## config.mk

```make
export PLATFORM = sky130hd
export DESIGN_NAME = c_subset_lexer
export DESIGN_NICKNAME = d
export VERILOG_FILES = /design/src/hdl/csl_pkg.sv /design/src/hdl/c_subset_lexer.sv
export SDC_FILE = /design/constraint.sdc
export NUM_CORES = 1
export LEC_CHECK = 0
export BUFFER_PORTS_ARGS = -buffer_cell sky130_fd_sc_hd__buf_2
export CORE_MARGIN = 5
export CORE_UTILIZATION = 50
export DETAILED_ROUTE_END_ITERATION = 6
export PLACE_DENSITY = 0.74
export SYNTH_ARGS = -nofsm -noshare
export SYNTH_HDL_FRONTEND = slang
export SYNTH_SLANG_ARGS = --single-unit
```

## constraint.sdc

```tcl
create_clock -name clock -period 9.7 [get_ports clock]
set_clock_uncertainty 0.15 [all_clocks]
set_input_delay 2.91 -clock clock [delete_from_list [all_inputs] [get_ports clock]]
set_output_delay 2.91 -clock clock [all_outputs]
set_load 0.005 [all_outputs]
```

## src/hdl/csl_pkg.sv

```systemverilog
// Shared types, constants and character-class helpers for the C subset lexer.
package csl_pkg;

   localparam int OFFSET_BITS = 16;
   localparam int START_BITS  = 16;
   localparam int LEN_BITS    = 16;
   localparam int VALUE_BITS  = 31;
   localparam int NUM_KW      = 6;

   localparam int QUEUE_DEPTH = 4;
   localparam int PTR_BITS    = $clog2(QUEUE_DEPTH);
   localparam int CNT_BITS    = $clog2(QUEUE_DEPTH + 1);

   localparam logic [VALUE_BITS-1:0] VALUE_MAX = {VALUE_BITS{1'b1}};

   typedef enum logic [2:0] {
      KIND_NUM     = 3'd0,
      KIND_IDENT   = 3'd1,
      KIND_KEYWORD = 3'd2,
      KIND_PUNCT   = 3'd3,
      KIND_END     = 3'd4,
      KIND_ERROR   = 3'd5
   } kind_type;

   typedef enum logic [3:0] {
      MODE_NONE  = 4'b0001,
      MODE_NUM   = 4'b0010,
      MODE_IDENT = 4'b0100,
      MODE_PUNCT = 4'b1000
   } mode_type;

   typedef struct packed {
      kind_type               kind;
      logic [START_BITS-1:0]  start;
      logic [LEN_BITS-1:0]    length;
      logic [VALUE_BITS-1:0]  value;
      logic                   last;
   } result_type;

   localparam logic [7:0] KW_TEXT [NUM_KW][8] = '{
      '{"r", "e", "t", "u", "r", "n", 8'h00, 8'h00},
      '{"i", "f", 8'h00, 8'h00, 8'h00, 8'h00, 8'h00, 8'h00},
      '{"e", "l", "s", "e", 8'h00, 8'h00, 8'h00, 8'h00},
      '{"f", "o", "r", 8'h00, 8'h00, 8'h00, 8'h00, 8'h00},
      '{"w", "h", "i", "l", "e", 8'h00, 8'h00, 8'h00},
      '{"i", "n", "t", 8'h00, 8'h00, 8'h00, 8'h00, 8'h00}
   };

   localparam logic [2:0] KW_LEN [NUM_KW] = '{3'd6, 3'd2, 3'd4, 3'd3, 3'd5, 3'd3};

   function automatic logic is_digit(input logic [7:0] c);
      return c >= "0" && c <= "9";
   endfunction

   function automatic logic is_ident_first(input logic [7:0] c);
      return (c >= "a" && c <= "z") || (c >= "A" && c <= "Z") || c == "_";
   endfunction

   function automatic logic is_ident_next(input logic [7:0] c);
      return is_ident_first(c) || is_digit(c);
   endfunction

   function automatic logic is_space(input logic [7:0] c);
      return c == " " || (c >= 8'd9 && c <= 8'd13);
   endfunction

   function automatic logic is_punct(input logic [7:0] c);
      return (c >= 8'd33 && c <= 8'd47) || (c >= 8'd58 && c <= 8'd64) ||
             (c >= 8'd91 && c <= 8'd96) || (c >= 8'd123 && c <= 8'd126);
   endfunction

   // drop every keyword shorter than idx + 1 or whose character at idx differs from c
   function automatic logic [NUM_KW-1:0] next_mask(input logic [NUM_KW-1:0] mask,
                                                    input logic [LEN_BITS-1:0] idx,
                                                    input logic [7:0] c);
      logic [NUM_KW-1:0] m;
      m = mask;
      for (int k = 0; k < NUM_KW; k++) begin
         if (!(idx < LEN_BITS'(KW_LEN[k]) && KW_TEXT[k][idx[2:0]] == c)) begin
            m[k] = 1'b0;
         end
      end
      return m;
   endfunction

   function automatic logic keyword_hit(input logic [NUM_KW-1:0] mask,
                                        input logic [LEN_BITS-1:0] len);
      logic hit;
      hit = 1'b0;
      for (int k = 0; k < NUM_KW; k++) begin
         if (mask[k] && len == LEN_BITS'(KW_LEN[k])) begin
            hit = 1'b1;
         end
      end
      return hit;
   endfunction

endpackage

```

## src/hdl/c_subset_lexer.sv

```systemverilog
// Streaming lexer for a small C subset: one source byte per request, tokens out.
//
// Requests (req_ch, req_is_end) are taken on req_valid && req_ready. Each
// request is classified in the cycle it is accepted and its tokens (zero, one
// or two) are written into a four-entry result queue; the first token of a
// request is registered there and reaches rsp_* once earlier ones are taken.
// Throughput is one request per cycle while req_ready is high. A request that
// yields two tokens (a flushed pending token plus a new one) takes two queue
// entries; the queue write port takes both at once, and req_ready is low only
// while the queue holds more than two tokens.
// A request with req_is_end flushes any pending token, emits the end token
// (rsp_last marks the final token of each request) and returns the lexer to
// its initial state; byte offsets restart at zero.
// When the receiver stalls (rsp_ready low) the head token holds on rsp_*
// and the queue fills; requests keep flowing until fewer than two entries
// are free.
// Reset (synchronous, active high) empties the queue and clears all lexer
// state; the first response can appear in the cycle after the first accept.
module c_subset_lexer (
   input  logic                           clock,
   input  logic                           reset,
   input  logic                           req_valid,
   output logic                           req_ready,
   input  logic [7:0]                     req_ch,
   input  logic                           req_is_end,
   output logic                           rsp_valid,
   input  logic                           rsp_ready,
   output logic [2:0]                     rsp_kind,
   output logic [csl_pkg::START_BITS-1:0] rsp_start_res,
   output logic [csl_pkg::LEN_BITS-1:0]   rsp_length,
   output logic [csl_pkg::VALUE_BITS-1:0] rsp_value,
   output logic                           rsp_last
);

   csl_pkg::mode_type                mode_ff, mode_in;
   logic [csl_pkg::OFFSET_BITS-1:0]  pos_ff, pos_in;
   logic [csl_pkg::OFFSET_BITS-1:0]  tstart_ff, tstart_in;
   logic [csl_pkg::LEN_BITS-1:0]     tlen_ff, tlen_in;
   logic [csl_pkg::VALUE_BITS-1:0]   acc_ff, acc_in;
   logic [csl_pkg::NUM_KW-1:0]       kmask_ff, kmask_in;
   logic                             error_ff, error_in;

   csl_pkg::result_type              queue_ff [csl_pkg::QUEUE_DEPTH];
   logic [csl_pkg::PTR_BITS-1:0]     wr_ptr_ff, rd_ptr_ff;
   logic [csl_pkg::CNT_BITS-1:0]     count_ff, count_in;

   logic                             accept, pop;
   logic                             flush_en, tok_en;
   csl_pkg::result_type              flush_res, tok_res, push0, push1;
   logic [1:0]                       n_push;
   logic [csl_pkg::LEN_BITS-1:0]     tlen_inc;
   logic [csl_pkg::VALUE_BITS+3:0]   acc_wide;
   logic [csl_pkg::VALUE_BITS-1:0]   acc_next;
   logic [7:0]                       digit;

   assign req_ready = count_ff <= csl_pkg::CNT_BITS'(csl_pkg::QUEUE_DEPTH - 2);
   assign accept    = req_valid && req_ready;
   assign rsp_valid = count_ff != '0;
   assign pop       = rsp_valid && rsp_ready;

   assign rsp_kind      = queue_ff[rd_ptr_ff].kind;
   assign rsp_start_res = queue_ff[rd_ptr_ff].start;
   assign rsp_length    = queue_ff[rd_ptr_ff].length;
   assign rsp_value     = queue_ff[rd_ptr_ff].value;
   assign rsp_last      = queue_ff[rd_ptr_ff].last;

   assign digit    = req_ch - 8'd48;
   assign tlen_inc = (tlen_ff == '1) ? tlen_ff : tlen_ff + 1'b1;
   assign acc_wide = ({4'b0, acc_ff} << 3) + ({4'b0, acc_ff} << 1) +
                     (csl_pkg::VALUE_BITS + 4)'(digit);
   assign acc_next = (acc_wide > (csl_pkg::VALUE_BITS + 4)'(csl_pkg::VALUE_MAX)) ?
                     csl_pkg::VALUE_MAX : acc_wide[csl_pkg::VALUE_BITS-1:0];

   always_comb begin
      flush_res       = '0;
      flush_res.start = csl_pkg::START_BITS'(tstart_ff);
      unique case (mode_ff)
         csl_pkg::MODE_NUM: begin
            flush_res.kind   = csl_pkg::KIND_NUM;
            flush_res.length = tlen_ff;
            flush_res.value  = acc_ff;
         end
         csl_pkg::MODE_IDENT: begin
            flush_res.kind   = csl_pkg::keyword_hit(kmask_ff, tlen_ff) ?
                               csl_pkg::KIND_KEYWORD : csl_pkg::KIND_IDENT;
            flush_res.length = tlen_ff;
         end
         csl_pkg::MODE_PUNCT: begin
            flush_res.kind   = csl_pkg::KIND_PUNCT;
            flush_res.length = csl_pkg::LEN_BITS'(1);
         end
         default: begin
            flush_res.kind = csl_pkg::KIND_NUM;
         end
      endcase
   end

   always_comb begin
      mode_in   = mode_ff;
      pos_in    = pos_ff;
      tstart_in = tstart_ff;
      tlen_in   = tlen_ff;
      acc_in    = acc_ff;
      kmask_in  = kmask_ff;
      error_in  = error_ff;
      flush_en  = 1'b0;
      tok_en    = 1'b0;
      tok_res   = '0;
      tok_res.start = csl_pkg::START_BITS'(pos_ff);
      if (accept) begin
         if (req_is_end) begin
            flush_en     = mode_ff != csl_pkg::MODE_NONE;
            tok_en       = 1'b1;
            tok_res.kind = csl_pkg::KIND_END;
            mode_in      = csl_pkg::MODE_NONE;
            pos_in       = '0;
            tstart_in    = '0;
            tlen_in      = '0;
            acc_in       = '0;
            kmask_in     = '1;
            error_in     = 1'b0;
         end else begin
            pos_in = pos_ff + 1'b1;
            if (!error_ff) begin
               if (mode_ff == csl_pkg::MODE_NUM && csl_pkg::is_digit(req_ch)) begin
                  acc_in  = acc_next;
                  tlen_in = tlen_inc;
               end else if (mode_ff == csl_pkg::MODE_IDENT &&
                            csl_pkg::is_ident_next(req_ch)) begin
                  kmask_in = csl_pkg::next_mask(kmask_ff, tlen_ff, req_ch);
                  tlen_in  = tlen_inc;
               end else if (mode_ff == csl_pkg::MODE_PUNCT && req_ch == "=") begin
                  tok_en         = 1'b1;
                  tok_res.kind   = csl_pkg::KIND_PUNCT;
                  tok_res.start  = csl_pkg::START_BITS'(tstart_ff);
                  tok_res.length = csl_pkg::LEN_BITS'(2);
                  mode_in        = csl_pkg::MODE_NONE;
               end else begin
                  flush_en = mode_ff != csl_pkg::MODE_NONE;
                  mode_in  = csl_pkg::MODE_NONE;
                  if (csl_pkg::is_space(req_ch)) begin
                     mode_in = csl_pkg::MODE_NONE;
                  end else if (csl_pkg::is_digit(req_ch)) begin
                     mode_in   = csl_pkg::MODE_NUM;
                     tstart_in = pos_ff;
                     tlen_in   = csl_pkg::LEN_BITS'(1);
                     acc_in    = csl_pkg::VALUE_BITS'(digit);
                  end else if (csl_pkg::is_ident_first(req_ch)) begin
                     mode_in   = csl_pkg::MODE_IDENT;
                     tstart_in = pos_ff;
                     tlen_in   = csl_pkg::LEN_BITS'(1);
                     kmask_in  = csl_pkg::next_mask('1, '0, req_ch);
                  end else if (req_ch == "=" || req_ch == "!" ||
                               req_ch == "<" || req_ch == ">") begin
                     mode_in   = csl_pkg::MODE_PUNCT;
                     tstart_in = pos_ff;
                     tlen_in   = csl_pkg::LEN_BITS'(1);
                  end else if (csl_pkg::is_punct(req_ch)) begin
                     tok_en         = 1'b1;
                     tok_res.kind   = csl_pkg::KIND_PUNCT;
                     tok_res.length = csl_pkg::LEN_BITS'(1);
                  end else begin
                     tok_en         = 1'b1;
                     tok_res.kind   = csl_pkg::KIND_ERROR;
                     tok_res.length = csl_pkg::LEN_BITS'(1);
                     error_in       = 1'b1;
                  end
                  if (mode_in == csl_pkg::MODE_NONE) begin
                     acc_in   = '0;
                     tlen_in  = '0;
                     kmask_in = '1;
                  end
               end
            end
         end
      end
   end

   always_comb begin
      push0      = flush_en ? flush_res : tok_res;
      push0.last = !(flush_en && tok_en);
      push1      = tok_res;
      push1.last = 1'b1;
      n_push     = {1'b0, flush_en} + {1'b0, tok_en};
      count_in   = count_ff + csl_pkg::CNT_BITS'(n_push) -
                   csl_pkg::CNT_BITS'(pop);
   end

   always_ff @(posedge clock) begin
      if (reset) begin
         mode_ff   <= csl_pkg::MODE_NONE;
         pos_ff    <= '0;
         tstart_ff <= '0;
         tlen_ff   <= '0;
         acc_ff    <= '0;
         kmask_ff  <= '1;
         error_ff  <= 1'b0;
         wr_ptr_ff <= '0;
         rd_ptr_ff <= '0;
         count_ff  <= '0;
      end else begin
         mode_ff   <= mode_in;
         pos_ff    <= pos_in;
         tstart_ff <= tstart_in;
         tlen_ff   <= tlen_in;
         acc_ff    <= acc_in;
         kmask_ff  <= kmask_in;
         error_ff  <= error_in;
         wr_ptr_ff <= wr_ptr_ff + csl_pkg::PTR_BITS'(n_push);
         rd_ptr_ff <= rd_ptr_ff + csl_pkg::PTR_BITS'(pop);
         count_ff  <= count_in;
      end
   end

   always_ff @(posedge clock) begin
      if (n_push != 2'd0) begin
         queue_ff[wr_ptr_ff] <= push0;
      end
      if (n_push == 2'd2) begin
         queue_ff[wr_ptr_ff + 1'b1] <= push1;
      end
   end

endmodule

```

==> run summary, run 1 <==
* Most used DFF post-synth: sky130_fd_sc_hd__dfxtp_1
* RePlAce Congestion: 0.887
* total of cells resized after clock tree synthesis: 0
* area of the mapped netlist: 0.0187 sq mm
* vias: 14,954
* pwr dens: 186 mW/mm^2
* count of nets left with antenna violations after detail routing: 0
* normalized max-slew margin: 13.3%
* Clock Tree Buf Depth: 3
* cell at the root of the clock tree: sky130_fd_sc_hd__clkbuf_16
* Syn-to-layout area delta: 9.80%
* max-slew violation count: 0
* number of antenna violations at the first check in global routing: 0
* routed wire length: 51,500 um
* DRC violation total after the first TritonRoute iteration: 1,545
* Post-CTS Repair Setup Buffers: 0
* sum of net half-perimeters after detailed placement: 34,200 um
* CP required: 9.69 ns
* vias in the first global route: 14,503
* fraction of layout cells with a size suffix above 1: 15.8%
* Tot GR Track Use: 24.2%
* clock-pin slew reported for the worst setup and hold paths after clock tree synthesis: 0.06 ns
* commonest cells after routing, fill and taps aside: 279 x sky130_fd_sc_hd__dfxtp_1, 196 x sky130_fd_sc_hd__a22o_1, 97 x sky130_fd_sc_hd__nand2_1
* starting density of the core: 50.8%
* Tot Pwr: 0.00382 W
* Via-to-Cell Ratio: 6.67
* transition at the pin with the smallest max-transition slack: 1.30 ns
* largest net degree at the start of global routing: 73
* CTS tree: built
* sequential fraction of the synthesis area: 43.6%
* worst voltage drop across the vdd grid: 0.110 mV
* Startpoint Class: input pin
* count of endpoints failing hold in the final timing report: 0
* count of synthesis-stage warnings from yosys: 0
* critical path peak fanout: 26
* total number of placement rows: 70
* vertical die dimension: 203 um
* H-tree levels: 2
* Avg Cell Area, Syn: 10.6 sq um
* result of the run: complete, no violations
* final setup violating endpoints: 0
* global-route wire length before repair: 81,800 um
* share of flip-flops with an asynchronous set or reset: 0%
* Max-cap violations: 0
* chip width: 203 um
* leakage power summed over all cells: 7.76 nW
* crit path kind: input pin to register
* DRC Markers: 0
* type of destination of the critical path: register
* highest attainable clock frequency: 136 MHz
* Port-buffer cells: 81
* count of flip-flops with a built-in enable after synthesis: 84
* residual overflow from global routing: 0
* Post-Synthesis Net Count: 1,852
* signal arrival time at the worst endpoint: 7.35 ns
* fin crit period: 7.36 ns
* most common cell after layout, fill and taps aside: sky130_fd_sc_hd__dfxtp_1
* # hold bufs at CTS: 0
* number of placed I/O pins: 82
* Clock Sink Count: 365
* routed wire length per instance: 23.0 um
* number of search-and-repair iterations in the first detailed-routing pass: 5
* Clock Latency Late Sink: 0.53 ns
* Post-Route Hold Slack: 0.322 ns
* CTS buffer count: 37
* synthesized instance count: 1,755
* post-synthesis sequential element count: 365
* part of the cycle the worst path needs: 75.9%
* area of the core region: 0.0368 sq mm
* diode insertion count for antenna repair: 0
* number of distinct library cells after synthesis: 86
* Total Nets Final: 1,844
* RSZ-0062 raised after global routing: no
* Die Footprint: 0.0413 sq mm
* total negative setup slack: 0 ns
* worst min-delay path class: register to register
-- report_power, final --
group	internal, W	switching (W)	leakage (nW)	total [W]
registers	0.00162	0.0000776	3.09	0.00170
logic	0.000257	0.000386	4.04	0.000642
clock network	0.000874	0.000598	0.629	0.00147
total	0.00275	0.00106	7.76	0.00382
-- cell usage after synthesis, drive strengths merged, types with 33 or more instances --
master,number,area [sq um]
o21ai,59,303
a21oi,98,498
nand2,100,385
buf,51,273
dfxtp,281,5630
nand4,33,206
edfxtp,84,2520
inv,38,145
a32o,64,641
clkbuf,100,377
a22o,196,1720
nand3,33,165
mux4,67,1510
ha,77,963
nor2,99,384
-- flip-flops by register name, summed over array words and instances (netlist names) --
name       flops
acc_ff        31
mode_ff        4
pos_ff        16
tstart_ff     16
queue_ff     268
error_ff       1
tlen_ff       16
wr_ptr_ff      2
count_ff       3
kmask_ff       6
rd_ptr_ff      2
-- layer usage --
metal  wire [um]  track usage, %  vias to the layer above
li1            -               -                     6818
met1       21900            34.1                     7374
met2       23800            38.6                      680
met3        4660            4.82                       82
met4        1140            6.34                        0
met5           0               0                        -
-- path summary, 6_finish.rpt --
| kind | start | slack (ns) | end | cells after the start |
|---|---|---|---|---|
| setup reg to reg | mode_ff[3]$_SDFFE_PP0P_ | 5.01 | queue_ff[1][55]$_DFFE_PP_ | 11 |
| setup / recovery | req_ch[1] | 2.34 | queue_ff[1][55]$_DFFE_PP_ | 14 |
| hold / removal | kmask_ff[1]$_SDFFE_PP1P_ | 0.32 | kmask_ff[1]$_SDFFE_PP1P_ | 2 |
| hold reg to reg | kmask_ff[1]$_SDFFE_PP1P_ | 0.32 | kmask_ff[1]$_SDFFE_PP1P_ | 2 |
-- layout make-up --
cell class	count	area, sq um
clock buffer	47	1040
clock inverter	20	220
fill	3062	16300
inverter	38	145
multi-input combinational	1201	9790
sequential	365	8160
tap	468	586
timing repair buffer	104	578
-- cell families (layout without fill, tap and decap cells) --
family                     Yosys count  in the layout  share of synthesized area [%]
adders and majority gates           84             84                           5.91
AOI/OAI and AO/OA                  577            577                           24.0
DFF                                365            365                           43.6
and+or+nand+nor                    409            409                           11.1
buffers and inverters              189            209                           4.25
xor gates and xnor gates            60             60                           2.81
muxes                               71             71                           8.30
-- metrics by stage --
step	utilization (%)	instances	instance area, sq um	setup slack (ns)
2_1_floorplan	-	1755	18700	2.86
4_1_cts	55.8	2243	20500	2.42
6_report	55.8	2243	20500	2.34
3_3_place_gp	52.3	2176	19300	2.00
5_1_grt	55.8	2243	20500	2.05
3_5_place_dp	52.3	2176	19300	1.88
-- worst max-delay path: stages --
cell and delay [ns]:
sky130_fd_sc_hd__buf_2 0.26, sky130_fd_sc_hd__or4_4 0.58, sky130_fd_sc_hd__a21boi_1 0.18, sky130_fd_sc_hd__a311oi_1 0.10
sky130_fd_sc_hd__o21ai_2 0.34, sky130_fd_sc_hd__or3b_2 0.53, sky130_fd_sc_hd__a21oi_1 0.17, sky130_fd_sc_hd__o21ai_0 0.12
sky130_fd_sc_hd__inv_1 0.09, sky130_fd_sc_hd__ha_1 0.33, sky130_fd_sc_hd__inv_1 0.14, sky130_fd_sc_hd__nor3_1 0.49
sky130_fd_sc_hd__nor2_4 0.27, sky130_fd_sc_hd__inv_1 0.81
Note: power is estimated with default switching activity, not from simulation.
==> inputs of run 2 (changes only) <==
==> constraint.sdc (replaced) <==
create_clock -name clock -period 7 [get_ports clock]
set_clock_uncertainty 0.15 [all_clocks]
set_input_delay 2.1 -clock clock [delete_from_list [all_inputs] [get_ports clock]]
set_output_delay 2.1 -clock clock [all_outputs]
set_load 0.005 [all_outputs]
==> run summary, run 2 (same netlist as run 1, synthesis figures left out) <==
* vias: 15,249
* Clock Tree Buf Depth: 3
* R2R depth: 11
* post-place setup slack: 0.597 ns
* Startpoint Class: input pin
* Placed Instance Area: 0.0194 sq mm
* setup slack of the most critical reg-to-reg path: 2.70 ns
* worst min-delay path class: register to register
* max-slew violation count: 0
* total of cells resized after clock tree synthesis: 0
* count of nets left with antenna violations after detail routing: 0
* final setup violating endpoints: 0
* Via-to-Cell Ratio: 6.72
* Tot GR Track Use: 24.0%
* clock-pin slew reported for the worst setup and hold paths after clock tree synthesis: 0.06 ns
* part of the cycle the worst path needs: 84.2%
* number of placed I/O pins: 82
* cell at the root of the clock tree: sky130_fd_sc_hd__clkbuf_16
* pwr dens: 260 mW/mm^2
* summed area of non-filler cells in the final layout: 0.0207 sq mm
* diode insertion count for antenna repair: 0
* Total Nets Final: 1,869
* Post-CTS Repair Setup Buffers: 0
* Reg with most FFs: queue_ff
* violated checks: design-rule violations
* max reg flops: 268
* result of the run: complete, but fails checks
* vias in the first global route: 14,678
* fraction of layout cells with a size suffix above 1: 16.9%
* Max-cap violations: 0
* number of antenna violations at the first check in global routing: 0
* transition at the pin with the smallest max-transition slack: 1.25 ns
* largest net degree at the start of global routing: 69
* commonest cells after routing, fill and taps aside: 279 x sky130_fd_sc_hd__dfxtp_1, 196 x sky130_fd_sc_hd__a22o_1, 97 x sky130_fd_sc_hd__nand2_1
* Port-buffer cells: 81
* total negative setup slack: 0 ns
* DRC violation total after the first TritonRoute iteration: 1,771
* number of stages on the worst hold path: 1
* chip width: 203 um
* reg-to-reg endpoint: acc_ff[6]$_SDFFE_PP0P_
* vertical die dimension: 203 um
* count of endpoints failing hold in the final timing report: 0
* crit path kind: input pin to register
* type of destination of the critical path: register
* CP required: 7.21 ns
* sum of net half-perimeters after detailed placement: 34,500 um
* area of the core region: 0.0368 sq mm
* fin crit period: 5.89 ns
* total number of placement rows: 70
* launching element of the worst setup path: req_ch[5]
* RR Startpoint: acc_ff[30]$_SDFFE_PP0P_
* DRC Markers: 8
* global-route wire length before repair: 81,800 um
* smallest setup slack after layout: 1.11 ns
* Die Footprint: 0.0413 sq mm
* Clock Latency Late Sink: 0.54 ns
* most common cell after layout, fill and taps aside: sky130_fd_sc_hd__dfxtp_1
* origin of the worst min-delay path: queue_ff[0][40]$_SDFFE_PP0P_
* # hold bufs at CTS: 0
* starting density of the core: 50.8%
* routed wire length: 51,300 um
* CTS tree: built
* Syn-to-layout area delta: 11.0%
* residual overflow from global routing: 0
* worst voltage drop across the vdd grid: 0.178 mV
* normalized max-slew margin: 16.4%
* RePlAce Congestion: 0.946
* RSZ-0062 raised after global routing: no
* Largest regs: queue_ff (268), acc_ff (31)
* signal arrival time at the worst endpoint: 6.11 ns
* H-tree levels: 2
* number of search-and-repair iterations in the first detailed-routing pass: 7
* CTS buffer count: 39
* end point of the worst hold path: queue_ff[0][40]$_SDFFE_PP0P_
* highest attainable clock frequency: 170 MHz
* routed wire length per instance: 22.6 um
* critical path peak fanout: 14
* leakage power summed over all cells: 7.90 nW
* Tot Pwr: 0.00539 W
* Clock Sink Count: 365
## run 2: cell count changes in the layout (fill, tap and decap cells not counted)
cell,before,now
sky130_fd_sc_hd__clkinvlp_4,1,0
sky130_fd_sc_hd__inv_6,0,1
sky130_fd_sc_hd__clkinv_1,3,4
sky130_fd_sc_hd__clkbuf_1,3,5
sky130_fd_sc_hd__clkinv_4,1,2
sky130_fd_sc_hd__inv_8,1,2
sky130_fd_sc_hd__clkbuf_16,38,40
sky130_fd_sc_hd__buf_4,23,46
sky130_fd_sc_hd__bufinv_16,4,5
sky130_fd_sc_hd__clkbuf_8,6,2
## run 2: per-layer routing
metal / vias up / track usage [%] / wire length [um]
met3: 78 / 3.26 / 4450
met1: 7508 / 34.8 / 22000
met5: - / 0 / 0
li1: 6869 / - / -
met4: 0 / 6.34 / 991
met2: 794 / 38.2 / 23900
## run 2: worst max path at each step
stage / to / slack (ns)
5_1_grt: acc_ff[25]$_SDFFE_PP0P_ / 0.86
6_report: acc_ff[8]$_SDFFE_PP0P_ / 1.11
3_5_place_dp: acc_ff[6]$_SDFFE_PP0P_ / 0.60
4_1_cts: acc_ff[25]$_SDFFE_PP0P_ / 1.16
2_1_floorplan: queue_ff[1][32]$_DFFE_PP_ / 0.97
3_3_place_gp: acc_ff[6]$_SDFFE_PP0P_ / 0.75
## run 2: critical path, stage by stage
cell and delay (ns):
sky130_fd_sc_hd__buf_2 0.22, sky130_fd_sc_hd__ha_1 0.47, sky130_fd_sc_hd__xnor2_1 0.22, sky130_fd_sc_hd__fa_1 0.47, sky130_fd_sc_hd__ha_1 0.39, sky130_fd_sc_hd__a2111oi_0 0.42
sky130_fd_sc_hd__o21ai_0 0.19, sky130_fd_sc_hd__a21o_1 0.25, sky130_fd_sc_hd__a21oi_2 0.31, sky130_fd_sc_hd__o32ai_1 0.24, sky130_fd_sc_hd__or2_2 0.36, sky130_fd_sc_hd__nor3_2 0.10
sky130_fd_sc_hd__buf_4 0.23, sky130_fd_sc_hd__a221oi_1 0.10
## run 2: metrics by stage
step                hold WS (ns)  utilization [%]  std cells
global route               0.336             56.4       2270
detailed placement         0.311             52.8       2199
global placement           0.302             52.8       2199
CTS                        0.323             56.4       2270
floorplan                  0.286                -       1755
finish                     0.326             56.4       2270
## run 2: final cells by class
cell class	count	area (sq um)
well taps	468	586
flip-flops and latches	365	8160
repair buffers	127	751
clock inverters	24	275
inverters	38	145
multi-input cells	1201	9790
clock buffers	47	1050
fillers	3064	16000
## run 2: power breakdown
part / internal, W / total [W] / switching (W) / leakage (nW)
Clock: 0.00126 / 0.00213 / 0.000867 / 0.657
Sequential: 0.00225 / 0.00236 / 0.000112 / 3.09
Combinational: 0.000372 / 0.000898 / 0.000526 / 4.16
Total: 0.00389 / 0.00539 / 0.00150 / 7.90
==> inputs of run 3 (changes only) <==
--- a/config.mk
+++ b/config.mk
@@ -5,11 +5,12 @@
 export SDC_FILE = /design/constraint.sdc
 export NUM_CORES = 1
 export LEC_CHECK = 0
+export ABC_AREA = 1
 export BUFFER_PORTS_ARGS = -buffer_cell sky130_fd_sc_hd__buf_2
 export CORE_MARGIN = 5
 export CORE_UTILIZATION = 50
 export DETAILED_ROUTE_END_ITERATION = 6
-export PLACE_DENSITY = 0.74
+export PLACE_DENSITY = 0.76
 export SYNTH_ARGS = -nofsm -noshare
 export SYNTH_HDL_FRONTEND = slang
 export SYNTH_SLANG_ARGS = --single-unit
==> constraint.sdc (replaced) <==
create_clock -name clock -period 4.9 [get_ports clock]
set_clock_uncertainty 0.15 [all_clocks]
set_input_delay 1.47 -clock clock [delete_from_list [all_inputs] [get_ports clock]]
set_output_delay 1.47 -clock clock [all_outputs]
set_load 0.005 [all_outputs]
==> run summary, run 3 <==
* worst voltage drop across the vdd grid: 0.335 mV
* max reg flops: 268
* area share of the largest cell type after synthesis: 26.1%
* most common cell after layout, fill and taps aside: sky130_fd_sc_hd__nand2_1
* Clock Sink Count: 365
* chip width: 217 um
* Via-to-Cell Ratio: 5.53
* signal arrival time at the worst endpoint: 4.51 ns
* fraction of power consumed by combinational cells: 36.8%
* sequential fraction of the synthesis area: 37.9%
* Clock power frac: 27.1%
* total number of placement rows: 76
* crit path max-delay cell type: sky130_fd_sc_hd__fa_1
* highest attainable clock frequency: 236 MHz
* DR WL met3: 6460 um
* global-route wire length before repair: 103,000 um
* result of the run: complete, no violations
* post-synthesis sequential element count: 365
* count of nets left with antenna violations after detail routing: 0
* Die Footprint: 0.0473 sq mm
* Avg Cell Area, Syn: 6.54 sq um
* Max-cap violations: 0
* area of the mapped netlist: 0.0215 sq mm
* crit path kind: input pin to register
* cell mode on critical path: sky130_fd_sc_hd__nand2_1
* Tot GR Track Use: 26.3%
* post-route non-filler standard cell count: 3,888
* Port-buffer cells: 81
* cell at the root of the clock tree: sky130_fd_sc_hd__clkbuf_16
* commonest cells after routing, fill and taps aside: 1,305 x sky130_fd_sc_hd__nand2_1, 320 x sky130_fd_sc_hd__nor2_1, 279 x sky130_fd_sc_hd__dfxtp_1
* RSZ-0062 raised after global routing: no
* CP required: 5.16 ns
* part of the cycle the worst path needs: 86.7%
* worst min-delay path class: register to register
* Largest regs: queue_ff (268), acc_ff (31)
* number of placed I/O pins: 82
* transition at the pin with the smallest max-transition slack: 1.02 ns
* number of antenna violations at the first check in global routing: 0
* sum of net half-perimeters after detailed placement: 42,100 um
* maximum single-stage delay on the critical path: 0.38 ns
* crit path cell chain: buf_2, inv_1, ha_1, inv_1, nor2_2, nand2_1, nand2_1, nand2_1, nand2_1, nand3_2, nor2_1, nand3_1, nand2_1, a21oi_1, ha_1, inv_1, ha_1, inv_1, ha_1, fa_1, o21ai_0, a21oi_1
* vias: 21,489
* area of the core region: 0.0428 sq mm
* routed wire length per instance: 16.5 um
* internal power: 0.00602 W
* count of synthesis-stage warnings from yosys: 0
* met2 WL: 27,600 um
* Clock Latency Late Sink: 0.54 ns
* Post-Route Hold Slack: 0.298 ns
* top area cells in the synthesized netlist: sky130_fd_sc_hd__dfxtp_1 26%, sky130_fd_sc_hd__nand2_1 23%, sky130_fd_sc_hd__edfxtp_1 12%
* H-tree levels: 2
* Post-Synthesis Net Count: 3,387
* type of destination of the critical path: register
* Total Nets Final: 3,412
* count of flip-flops with a built-in enable after synthesis: 84
* fraction of layout cells with a size suffix above 1: 7.96%
* switching share of power: 39.4%
* Clock Tree Buf Depth: 3
* number of search-and-repair iterations in the first detailed-routing pass: 6
* Max Used Layer: met4
* Commonest cells post-synth: 1,306 x sky130_fd_sc_hd__nand2_1, 323 x sky130_fd_sc_hd__nor2_1, 281 x sky130_fd_sc_hd__dfxtp_1, 266 x sky130_fd_sc_hd__nand3_1, 219 x sky130_fd_sc_hd__inv_1
* DRC violation total after the first TritonRoute iteration: 2,300
* # hold bufs at CTS: 0
* leakage power summed over all cells: 11.7 nW
* share of flip-flops with an asynchronous set or reset: 0%
* library cell with the highest instance count after synthesis: sky130_fd_sc_hd__nand2_1
* clock-pin slew reported for the worst setup and hold paths after clock tree synthesis: 0.06 ns
* total of cells resized after clock tree synthesis: 0
* wire length the detailed router placed on met1: 29,100 um
* largest net degree at the start of global routing: 100
* final setup violating endpoints: 0
* fin crit period: 4.25 ns
* Post-CTS Repair Setup Buffers: 0
* normalized max-slew margin: 31.7%
* Placed Instances: 3,821
* RePlAce Congestion: 0.925
* residual overflow from global routing: 0
* DRC Markers: 0
* starting density of the core: 50.3%
* Syn-to-layout area delta: 10.5%
* synthesized instance count: 3,290
* CTS buffer count: 38
* total negative setup slack: 0 ns
* net switching component of the power: 0.00392 W
* CTS tree: built
* routed wire length: 64,100 um
* largest area contributor in the synthesized netlist: sky130_fd_sc_hd__dfxtp_1
* count of endpoints failing hold in the final timing report: 0
* pwr dens: 418 mW/mm^2
* number of distinct library cells after synthesis: 46
* Startpoint Class: input pin
* critical path peak fanout: 7
* diode insertion count for antenna repair: 0
* Most used DFF post-synth: sky130_fd_sc_hd__dfxtp_1
* Reg with most FFs: queue_ff
* max-slew violation count: 0
* vias in the first global route: 19,291
* vertical die dimension: 217 um
* Flop pwr share: 36.1%
## run 3: layout make-up
| type | instances | area, sq um |
|---|---|---|
| Timing Repair Buffer | 146 | 1070 |
| Fill cell | 4150 | 19000 |
| Clock buffer | 58 | 1070 |
| Inverter | 238 | 895 |
| Multi-Input combinational cell | 2526 | 11900 |
| Clock inverter | 9 | 51.3 |
| Sequential cell | 365 | 8150 |
| Tap cell | 546 | 683 |
## run 3: worst max-delay path, delay by kind of cell
family          cells  cell delay [ns]
compound gates      3             0.32
fa+ha+maj           5             1.30
buf+inv             5             0.45
simple gates        9             0.97
## run 3: cell families (layout without fill, tap and decap cells)
logic type | after synthesis | count (layout) | synth area share, %
DFF | 365 | 365 | 37.9
adders and majority gates | 84 | 84 | 5.13
xor gates and xnor gates | 46 | 46 | 1.87
AOI/OAI and AO/OA | 384 | 384 | 9.57
buffers and inverters | 399 | 451 | 7.20
and+or+nand+nor | 2012 | 2012 | 38.4
## run 3: worst paths after layout
kind / from / end / slack (ns) / cells after the start
max: req_ch[5] / count_ff[2]$_SDFF_PP0_ / 0.65 / 22
max reg2reg: acc_ff[2]$_SDFFE_PP0P_ / acc_ff[15]$_SDFFE_PP0P_ / 1.64 / 19
min reg2reg: queue_ff[1][4]$_SDFFE_PP0P_ / queue_ff[1][4]$_SDFFE_PP0P_ / 0.30 / 2
min: queue_ff[1][4]$_SDFFE_PP0P_ / queue_ff[1][4]$_SDFFE_PP0P_ / 0.30 / 2
## run 3: routing by layer
| layer | global-route usage (%) | up-vias |
|---|---|---|
| met4 | 5.96 | 0 |
| met1 | 39.9 | 9794 |
| met5 | 0 | - |
| li1 | - | 10613 |
| met3 | 3.96 | 79 |
| met2 | 39.6 | 1003 |
## run 3: power by group through the flow
stage	clock (W)	sequential, W	combinational [W]
after detailed placement	0	0.00365	0.00358
final	0.00269	0.00359	0.00366
after floorplan	0	0.00356	0.00230
after global placement	0	0.00364	0.00358
after global routing	0.00283	0.00361	0.00400
after CTS	0.00271	0.00358	0.00360
## run 3: metrics by stage
step	total power [W]	instance area, sq um	utilization (%)	worst slack, ns
global route	0.0104	23800	55.6	0.333
global placement	0.00721	22700	53.0	0.190
floorplan	0.00586	21500	-	0.0815
finish	0.00994	23800	55.6	0.654
CTS	0.00989	23800	55.6	0.691
detailed placement	0.00723	22700	53.0	0.149
